$ cat config.mk
export PLATFORM = sky130hd
export DESIGN_NAME = rgb_to_hsv_convert
export DESIGN_NICKNAME = d
export VERILOG_FILES = /design/src/rtl/r2h_pkg.sv /design/src/rtl/rgb_to_hsv_convert.sv /design/src/rtl/r2h_prep.sv /design/src/rtl/r2h_div_cell.sv /design/src/rtl/r2h_finish.sv
export SDC_FILE = /design/constraint.sdc
export NUM_CORES = 2
export LEC_CHECK = 0
export ABC_AREA = 1
export ABC_CLOCK_PERIOD_IN_PS = 7100
export BUFFER_PORTS_ARGS = -buffer_cell sky130_fd_sc_hd__buf_2
export CORE_MARGIN = 1.5
export CORE_UTILIZATION = 55
export CTS_CLUSTER_SIZE = 30
export DETAILED_ROUTE_END_ITERATION = 10
export GPL_ROUTABILITY_DRIVEN = 0
export PLACE_DENSITY = 0.67
export SLEW_MARGIN = 20
export SYNTH_ARGS = -nofsm -noshare
export SYNTH_HDL_FRONTEND = slang
export SYNTH_HIERARCHICAL = 1
export SYNTH_SLANG_ARGS = --single-unit
export TNS_END_PERCENT = 5
$ cat constraint.sdc
create_clock -name clk -period 7.1 [get_ports clk]
set_input_delay 0 -clock clk [delete_from_list [all_inputs] [get_ports clk]]
set_output_delay 0 -clock clk [all_outputs]
set_load 0.1 [all_outputs]
$ cat src/rtl/r2h_pkg.sv
// ----------------------------------------------------------------------------
// r2h_pkg: shared types and helpers for the rgb to hsv converter
// word layout of the divider chain, sector codes and the single divide step
// ----------------------------------------------------------------------------
package r2h_pkg;

    localparam int unsigned DIV_CELLS  = 17;   // quotient bits per lane
    localparam int unsigned SECTOR_SPAN = 60;
    localparam int unsigned GREEN_BASE = 120;
    localparam int unsigned BLUE_BASE  = 240;
    localparam int unsigned FULL_TURN  = 360;

    localparam logic [1:0] SECT_RED   = 2'd0;
    localparam logic [1:0] SECT_GREEN = 2'd1;
    localparam logic [1:0] SECT_BLUE  = 2'd2;

    // one restoring-division lane: remainder, divisor, numerator/quotient bits
    typedef struct packed {
        logic [7:0]  rem;
        logic [7:0]  den;
        logic [16:0] bits;
    } lane_t;

    typedef struct packed {
        logic [1:0] sector;
        logic       neg;
        logic       grey;
        logic       black;
        logic [7:0] value;
    } side_t;

    typedef struct packed {
        lane_t hue;
        lane_t sat;
        side_t side;
    } stage_t;

    // one quotient bit: numerator bits shift out at the top, quotient bits in at the bottom
    function automatic lane_t div_step(input lane_t cur);
        lane_t      nxt;
        logic [8:0] trial;
        logic       ge;
        trial = {cur.rem, cur.bits[16]};
        ge    = (trial >= {1'b0, cur.den});
        nxt.den  = cur.den;
        nxt.rem  = ge ? 8'(trial - {1'b0, cur.den}) : trial[7:0];
        nxt.bits = {cur.bits[15:0], ge};
        return nxt;
    endfunction

endpackage

$ cat src/rtl/rgb_to_hsv_convert.sv
// ----------------------------------------------------------------------------
// rgb_to_hsv_convert: pipelined rgb to hsv pixel converter
// one packed rgb word in, one hue / saturation / value word out
// ----------------------------------------------------------------------------
// usage
//   input channel: pixel_color with pixel_valid / pixel_stall, red in bits
//   23:16, green 15:8, blue 7:0
//   output channel: hue_degrees (0..359), saturation_q16 (unsigned q1.16,
//   0..65536) and value_level (max channel) with result_valid / result_stall
//   path: from acceptance to result_valid a word passes the front cell,
//   the 17 divider cells (one quotient bit each) and the output register
//   throughput: one word per cycle when not stalled; every cell holds its own
//   valid bit, so bubbles close up and a new word enters while a result waits
//   reset: clears all valid bits, the pipeline comes up empty
//   receiver stall: the output register holds its word; cells behind it keep
//   filling until the chain is full, then pixel_stall rises
// ----------------------------------------------------------------------------
module rgb_to_hsv_convert
    import r2h_pkg::*;
(
    input  logic        clk,
    input  logic        rst_n,
    input  logic        pixel_valid,
    output logic        pixel_stall,
    input  logic [23:0] pixel_color,
    output logic        result_valid,
    input  logic        result_stall,
    output logic [8:0]  hue_degrees,
    output logic [16:0] saturation_q16,
    output logic [7:0]  value_level
);

    // chain links: index 0 is the front cell output, DIV_CELLS the last cell
    stage_t word  [0:DIV_CELLS];
    logic   valid [0:DIV_CELLS];
    logic   ready [0:DIV_CELLS];
    logic   front_ready;

    // front cell: max/min, sector and lane setup
    r2h_prep u_prep (
        .clk      (clk),
        .rst_n    (rst_n),
        .up_valid (pixel_valid),
        .up_ready (front_ready),
        .pixel    (pixel_color),
        .dn_valid (valid[0]),
        .dn_ready (ready[0]),
        .dn_word  (word[0])
    );

    assign pixel_stall = !front_ready;

    // divider chain, one quotient bit per cell for both lanes
    for (genvar i = 0; i < DIV_CELLS; i++)
    begin : g_cell
        r2h_div_cell u_cell (
            .clk      (clk),
            .rst_n    (rst_n),
            .up_valid (valid[i]),
            .up_ready (ready[i]),
            .up_word  (word[i]),
            .dn_valid (valid[i+1]),
            .dn_ready (ready[i+1]),
            .dn_word  (word[i+1])
        );
    end

    // hue placement and output register
    r2h_finish u_finish (
        .clk       (clk),
        .rst_n     (rst_n),
        .up_valid  (valid[DIV_CELLS]),
        .up_ready  (ready[DIV_CELLS]),
        .up_word   (word[DIV_CELLS]),
        .out_valid (result_valid),
        .out_stall (result_stall),
        .hue       (hue_degrees),
        .sat       (saturation_q16),
        .value     (value_level)
    );

    // hue stays on the circle
    assert property (@(posedge clk) disable iff (!rst_n)
        result_valid |-> (hue_degrees < 9'(FULL_TURN)))
        else $error("hue out of range");

    // a black pixel has no saturation, and saturation never exceeds one
    assert property (@(posedge clk) disable iff (!rst_n)
        result_valid |-> ((value_level != 8'd0 || saturation_q16 == 17'd0)
                          && saturation_q16 <= 17'h10000))
        else $error("saturation out of range");

    // the saturation divider ends with a remainder below its divisor
    assert property (@(posedge clk) disable iff (!rst_n)
        (valid[DIV_CELLS] && !word[DIV_CELLS].side.black) |->
            (word[DIV_CELLS].sat.rem < word[DIV_CELLS].sat.den))
        else $error("divider remainder not below divisor");

    // the front cell never takes a word while the chain head is full and stuck
    assert property (@(posedge clk) disable iff (!rst_n)
        (valid[0] && !ready[0]) |-> pixel_stall)
        else $error("input taken into a blocked chain");

endmodule

$ cat src/rtl/r2h_prep.sv
// ----------------------------------------------------------------------------
// r2h_prep: front cell of the converter
// finds max, min and sector, and loads both divider lanes
// ----------------------------------------------------------------------------
module r2h_prep
    import r2h_pkg::*;
(
    input  logic        clk,
    input  logic        rst_n,
    input  logic        up_valid,
    output logic        up_ready,
    input  logic [23:0] pixel,
    output logic        dn_valid,
    input  logic        dn_ready,
    output stage_t      dn_word
);

    logic       valid_reg;
    stage_t     word_reg;
    stage_t     word_next;
    logic [7:0] r;
    logic [7:0] g;
    logic [7:0] b;
    logic [7:0] mx;
    logic [7:0] mn;
    logic [7:0] d;
    logic [8:0] num;
    logic [7:0] mag;
    logic [13:0] prod;

    assign r = pixel[23:16];
    assign g = pixel[15:8];
    assign b = pixel[7:0];

    always_comb
    begin
        mx = r;
        mn = r;
        if (g > mx)
            mx = g;
        if (b > mx)
            mx = b;
        if (g < mn)
            mn = g;
        if (b < mn)
            mn = b;
        d = mx - mn;

        // red wins ties, then green
        word_next.side.sector = SECT_BLUE;
        num = {1'b0, r} - {1'b0, g};
        if (mx == r)
        begin
            word_next.side.sector = SECT_RED;
            num = {1'b0, g} - {1'b0, b};
        end
        else if (mx == g)
        begin
            word_next.side.sector = SECT_GREEN;
            num = {1'b0, b} - {1'b0, r};
        end
        mag  = num[8] ? 8'(-num) : num[7:0];
        prod = 14'(mag * 14'(SECTOR_SPAN));

        word_next.side.neg   = num[8];
        word_next.side.grey  = (d == 8'd0);
        word_next.side.black = (mx == 8'd0);
        word_next.side.value = mx;

        // hue lane: 60*|num| / d, quotient fits in 6 bits
        word_next.hue.rem  = 8'd0;
        word_next.hue.den  = d;
        word_next.hue.bits = {3'd0, prod};

        // sat lane: (d << 16) / max, top bits pre-shifted into the remainder
        word_next.sat.rem  = {1'b0, d[7:1]};
        word_next.sat.den  = mx;
        word_next.sat.bits = {d[0], 16'd0};
    end

    assign up_ready = !valid_reg || dn_ready;

    always_ff @(posedge clk or negedge rst_n)
    begin
        if (!rst_n)
            valid_reg <= 1'b0;
        else if (up_ready)
            valid_reg <= up_valid;
    end

    always_ff @(posedge clk)
    begin
        if (up_ready && up_valid)
            word_reg <= word_next;
    end

    assign dn_valid = valid_reg;
    assign dn_word  = word_reg;

endmodule

$ cat src/rtl/r2h_div_cell.sv
// ----------------------------------------------------------------------------
// r2h_div_cell: one cell of the divider chain
// resolves one quotient bit of the hue and the saturation division
// ----------------------------------------------------------------------------
module r2h_div_cell
    import r2h_pkg::*;
(
    input  logic   clk,
    input  logic   rst_n,
    input  logic   up_valid,
    output logic   up_ready,
    input  stage_t up_word,
    output logic   dn_valid,
    input  logic   dn_ready,
    output stage_t dn_word
);

    logic   valid_reg;
    stage_t word_reg;
    stage_t word_next;

    always_comb
    begin
        word_next.hue  = div_step(up_word.hue);
        word_next.sat  = div_step(up_word.sat);
        word_next.side = up_word.side;
    end

    assign up_ready = !valid_reg || dn_ready;

    always_ff @(posedge clk or negedge rst_n)
    begin
        if (!rst_n)
            valid_reg <= 1'b0;
        else if (up_ready)
            valid_reg <= up_valid;
    end

    always_ff @(posedge clk)
    begin
        if (up_ready && up_valid)
            word_reg <= word_next;
    end

    assign dn_valid = valid_reg;
    assign dn_word  = word_reg;

endmodule

$ cat src/rtl/r2h_finish.sv
// ----------------------------------------------------------------------------
// r2h_finish: last cell and output register
// places the sector offset on the hue circle and applies grey / black cases
// ----------------------------------------------------------------------------
module r2h_finish
    import r2h_pkg::*;
(
    input  logic        clk,
    input  logic        rst_n,
    input  logic        up_valid,
    output logic        up_ready,
    input  stage_t      up_word,
    output logic        out_valid,
    input  logic        out_stall,
    output logic [8:0]  hue,
    output logic [16:0] sat,
    output logic [7:0]  value
);

    logic        valid_reg;
    logic [8:0]  hue_reg;
    logic [8:0]  hue_next;
    logic [16:0] sat_reg;
    logic [16:0] sat_next;
    logic [7:0]  value_reg;
    logic [8:0]  q;
    logic [8:0]  base;

    always_comb
    begin
        q = {3'd0, up_word.hue.bits[5:0]};
        case (up_word.side.sector)
            SECT_GREEN: base = 9'(GREEN_BASE);
            SECT_BLUE:  base = 9'(BLUE_BASE);
            default:    base = 9'd0;
        endcase

        if (up_word.side.grey)
            hue_next = 9'd0;
        else if (!up_word.side.neg)
            hue_next = base + q;
        else if (up_word.side.sector != SECT_RED)
            hue_next = base - q;
        else if (q == 9'd0)
            hue_next = 9'd0;
        else
            hue_next = 9'(FULL_TURN) - q;

        sat_next = up_word.side.black ? 17'd0 : up_word.sat.bits;
    end

    assign up_ready = !valid_reg || !out_stall;

    always_ff @(posedge clk or negedge rst_n)
    begin
        if (!rst_n)
            valid_reg <= 1'b0;
        else if (up_ready)
            valid_reg <= up_valid;
    end

    always_ff @(posedge clk)
    begin
        if (up_ready && up_valid)
        begin
            hue_reg   <= hue_next;
            sat_reg   <= sat_next;
            value_reg <= up_word.side.value;
        end
    end

    assign out_valid = valid_reg;
    assign hue       = hue_reg;
    assign sat       = sat_reg;
    assign value     = value_reg;

endmodule

== After elaboration in Yosys (flattened, before gate mapping) ==
Index checks and enable logic that the tools add are counted.

* Add/subtract/negate cells: 40
* Multipliers: 1
* $lt $le $gt $ge: 38
* Equal/unequal tests: 4
* Muxes and demuxes: 43
* Reduce and logical (&&, ||, !) cells: 63

{| class="wikitable"
|+ Operators by type and width
! cell !! number
|-
| $ge 9x8->1 || 32
|-
| $mux 8 || 36
|-
| $sub 8x8->8 || 32
|-
| $mux 9 || 5
|-
| $sub 8x8->9 || 3
|-
| $logic_not 1->1 || 21
|-
| $logic_and 1x1->1 || 19
|-
| $logic_or 1x1->1 || 19
|-
| $eq 8x8->1 || 2
|-
| $gt 8x8->1 || 2
|-
| $logic_not 8->1 || 2
|-
| $lt 8x8->1 || 2
|-
| $pmux 8 s2 || 1
|-
| $mul 8x4->12 const B || 1
|-
| $add 8x6->9 || 1
|-
| $sub 8x6->9 || 1
|-
| $sub 9x6->9 const A || 1
|-
| $ge 1x8->1 const A || 1
|-
| $ge 8x8->1 || 1
|-
| $neg 8->8 || 1
|-
| $sub 1x8->8 const A || 1
|-
| $logic_not 6->1 || 1
|-
| $eq 2x1->1 const B || 1
|-
| $eq 2x2->1 const B || 1
|-
| other kinds (2) || 2
|}

* Register bits: 1074
* Input port bits: 28
* Output and inout port bits: 36
* Logic and storage cells: 405

== Depth between registers and ports, before layout ==
* Depth in word-level cells: 21
* Mapped depth: 54
* Gate-level depth less buffers: 53

== By module ==
The synthesis kept the hierarchy.

{| class="wikitable"
|+ Modules (own cells, without submodules)
! module !! instances !! cells each !! area an instance (um^2) !! sequential area each (um^2)
|-
| r2h_div_cell (g_cell[14].u_cell ...) || 9 || 300 || 3672.3 || 2397.3
|-
| r2h_div_cell (g_cell[0].u_cell ...) || 7 || 305 || 3742.3 || 2397.3
|-
| r2h_prep || 1 || 742 || 5301.3 || 1016.0
|-
| r2h_div_cell (g_cell[4].u_cell) || 1 || 297 || 3711.1 || 2397.3
|-
| r2h_finish || 1 || 196 || 1874.3 || 1046.0
|-
| rgb_to_hsv_convert || 1 || 1 || 3.8 || 0.0
|}

== Least setup slack after synthesis ==
No wires, ideal clock.

* Path kind: reg-to-reg
* Start: register u_finish.valid_reg (netlist: u_finish/out_valid)
* End: register g_cell[0].u_cell.word_reg, in the netlist g_cell[0].u_cell/dn_word[0], enable pin
* Setup time: 542 ps
* Data arrival time: 6542 ps
* Data required time: 6558 ps
* Path slack: 16 ps
* Stages on the path, launching flop included: 36
* Buffers on the path: 0
* Clock period less this slack: 7084 ps
* Cell sequence: dfrtp_1 nand2_1 inv_1 nand2_1 inv_1 nand2_1 inv_1 nand2_1 inv_1 nand2_1 inv_1 nand2_1 inv_1 nand2_1 inv_1 nand2_1 inv_1 nand2_1 inv_1 nand2_1 inv_1 nand2_1 inv_1 nand2_1 inv_1 nand2_1 inv_1 nand2_1 inv_1 nand2_1 inv_1 nand2_1 inv_1 nand2_1 inv_1 a21oi_1

{| class="wikitable"
|+ RTL lines
! what !! line !! RTL
|-
| start, declared || r2h_finish.sv:20 || <nowiki>logic valid_reg;</nowiki>
|-
| start signal, assigned || r2h_finish.sv:59 || <nowiki>valid_reg <= up_valid;</nowiki>
|-
| end signal, assigned || r2h_div_cell.sv:42 || <nowiki>word_reg <= word_next;</nowiki>
|-
| end, declared || r2h_div_cell.sv:19 || <nowiki>stage_t word_reg;</nowiki>
|}

== Worst setup path in the final report ==
* Start: input port pixel_color[10]
* End: register u_prep.word_reg, in the netlist u_prep/dn_word[59], data pin

* Cells in the longest elaborated chain, start to end: 10
* Elaborated cells on any way between the ends: 13
* Classes of those cells: add/sub (3); mul (1); order compare (2); eq/ne (2); mux (5)

{| class="wikitable"
|+ RTL lines
! what !! line !! RTL
|-
| start, declared || rgb_to_hsv_convert.sv:25 || <nowiki>input logic [23:0] pixel_color,</nowiki>
|-
| $gt 8x8->1 || r2h_prep.sv:39 || <nowiki>if (g > mx)</nowiki>
|-
| $mux 8 || r2h_prep.sv:39 ||
|-
| $gt 8x8->1 || r2h_prep.sv:41 || <nowiki>if (b > mx)</nowiki>
|-
| $mux 8 || r2h_prep.sv:41 ||
|-
| $eq 8x8->1 || r2h_prep.sv:57 || <nowiki>else if (mx == g)</nowiki>
|-
| $mux 9 || r2h_prep.sv:57 ||
|-
| $mux 9 (*) || r2h_prep.sv:52 || <nowiki>if (mx == r)</nowiki>
|-
| $neg 8->8 || r2h_prep.sv:62 || <nowiki>mag = num[8] ? 8'(-num) : num[7:0];</nowiki>
|-
| $mux 8 (*) || r2h_prep.sv:62 ||
|-
| $mul 8x4->12 (*) || r2h_prep.sv:63 || <nowiki>prod = 14'(mag * 14'(SECTOR_SPAN));</nowiki>
|-
| via u_prep.prod[13] || r2h_prep.sv:29 || <nowiki>logic [13:0] prod;</nowiki>
|-
| end signal, assigned || r2h_prep.sv:94 || <nowiki>word_reg <= word_next;</nowiki>
|-
| end, declared || r2h_prep.sv:19 || <nowiki>stage_t word_reg;</nowiki>
|}

The timed path passes the listed nets; every way through them passes the cells marked *.
A chain may end at the register's enable or synchronous reset.

==> flow_metrics.env <==
export IMPL_p_switching_w=0.0121
export IMPL_initial_core_util_pct=55.5
export IMPL_clock_power_share_pct=22.4
export IMPL_period_minus_slack_ps=6640
export IMPL_numPortBuffers=63
export IMPL_hpwl_mm=84.6
export IMPL_final_cell_mix="1,246 x edfxtp_1, 1,243 x nand2_1, 913 x inv_1"
export IMPL_placed_area_um2=66700
export IMPL_dieArea_um2=120000
export IMPL_cts_sinks=1265
export IMPL_cts_tree="built"
export IMPL_dp_cells=7359
export IMPL_finalSetupViolCount=0
export IMPL_drt_total_wl_mm=115
export IMPL_power_frac_comb_pct=40.2
export IMPL_die_y_um=346
export IMPL_max_clock_path_buffers=3
export IMPL_largest_reg_flops=1179
export IMPL_finalHoldViolations=0
export IMPL_tightest_slew_ps=917
export IMPL_seqPwrFrac_pct=37.4
export IMPL_maxCapViolCount=0
export IMPL_cpPeakStageDelay_ps=520
export IMPL_critPathSlowestCell="dlygate4sd3_1"
export IMPL_h_tree_depth=4
export IMPL_drt_iter0_drc=2292
export IMPL_power_density_nw_per_um2=445
export IMPL_final_common_cell="edfxtp_1"
export IMPL_num_io_pins=64
export IMPL_row_count=125
export IMPL_critPathArrivalTime_ps=7120
export IMPL_start_kind="input pin"
export IMPL_cellLeakagePower_nw=31.7
export IMPL_antenna_found_initial=1
export IMPL_maxSlewViolCount=0
export IMPL_grt_pass1_vias=38400
export IMPL_die_w_um=346
export IMPL_critPathMaxFanout=9
export IMPL_grt_start_max_net_pins=77
export IMPL_cts_reportedPaths_clkPinSlew_ps=60
export IMPL_switching_share_pct=37.8
export IMPL_stdcell_area_um2=71700
export IMPL_gr_usage_all_layers_pct=19.5
export IMPL_clk_latency_ps=730
export IMPL_vias_per_cell=5.07
export IMPL_final_nets=6425
export IMPL_dr_total_vias=38700
export IMPL_pre_cts_ws_ps=-64.4
export IMPL_critPathCaptureType="flip-flop"
export IMPL_worst_endpoint_required_ps=7580
export IMPL_maxSlewHeadroom_pct=38.9
export IMPL_synth_area_per_cell_um2=11.2
export IMPL_clockRootBuffer="clkbuf_16"
export IMPL_path_common_cell="nand2_1"
export IMPL_grt_overflow=0
export IMPL_syn_cell_area_um2=64600
export IMPL_cts_buffers_inserted=135
export IMPL_vdd_drop_max_mv=0.272
export IMPL_yosysWarningCount=6
export IMPL_setup_slack_ps=455
export IMPL_area_growth_pct=11.1
export IMPL_drc=0
export IMPL_drive_gt1_share_pct=18.7
export IMPL_diodes=0
export IMPL_wl_per_cell_um=15.0
export IMPL_synthCells=5786
export IMPL_skew_ps=36.2
export IMPL_finalCritPeriodShare_pct=93.6
export IMPL_path_class="in -> reg"
export IMPL_p_int_w=0.0198
export IMPL_fin_setup_tns_ps=0
export IMPL_dr_pass1_iters=6
export IMPL_fmax_mhz=151
export IMPL_grt_pass1_wl_mm=191
export IMPL_status="finished, final reports clean"
export IMPL_fp_coreArea_um2=116000
export IMPL_ant_nets=0
export IMPL_stdcell_count=7638
export IMPL_hold_path_class="in -> reg"
[layout make-up]
class	count	area, um^2
Clock buffer	157	3470
Clock inverter	89	1160
Fill cell	9162	44600
Inverter	976	3700
Multi-Input combinational cell	3483	22600
Sequential cell	1265	37900
Tap cell	1524	1910
Timing Repair Buffer	144	1020
[through the flow]
step,util (%),hold WS (ps),power (W)
6_report,61.7,54.9,0.0319
5_1_grt,61.7,89.3,0.0343
4_1_cts,61.5,5.70,0.0321
3_5_place_dp,57.3,-15.9,0.0248
3_3_place_gp,57.3,-26.8,0.0245
2_1_floorplan,-,-296,0.0224
[routing by layer]
layer / vias up / GRT usage, % / routed length [um]
li1: 19600 / - / -
met5: - / 0 / 17
met2: 744 / 34.5 / 57600
met1: 18100 / 24.1 / 49100
met3: 203 / 3.17 / 4640
met4: 2 / 6.86 / 3360
[worst paths after layout]
kind	from	to	slack [ps]	cells past startpoint
max reg2reg	u_finish/out_valid	g_cell[0].u_cell/dn_word[58]	2320	37
min	pixel_color[20]	u_prep/dn_word[4]	50	6
max	pixel_color[10]	u_prep/dn_word[59]	460	51
min in group asynchronous	rst_n	g_cell[1].u_cell/dn_valid	360	4
min reg2reg	g_cell[5].u_cell/dn_word[12]	g_cell[6].u_cell/dn_word[12]	400	0
max in group asynchronous	rst_n	u_finish/out_valid	6400	4
[power groups by stage]
stage               combinational, W  clock (W)  sequential [W]
finish                        0.0128    0.00714          0.0119
global route                  0.0145    0.00766          0.0121
CTS                           0.0128    0.00735          0.0119
detailed placement            0.0127          0          0.0121
global placement              0.0125          0          0.0120
floorplan                     0.0106          0          0.0117
[worst max-delay path, delay by kind of cell]
kind	cells	cell delay (ps)
compound gates	9	1310
xor+xnor	2	290
fa+ha+maj	6	2020
buf+inv	12	1670
simple gates	22	1820
[what timing repair did]
| item | 4_1_cts | 5_1_grt |
|---|---|---|
| hold endpoints to repair | 83 | 19 |
| setup endpoints to repair | 0 | 5 |
| setup buffers | 0 | 7 |
| gates resized for setup | 0 | 21 |
| hold buffers | 24 | 1 |
Power figures use the tool's default switching activity.
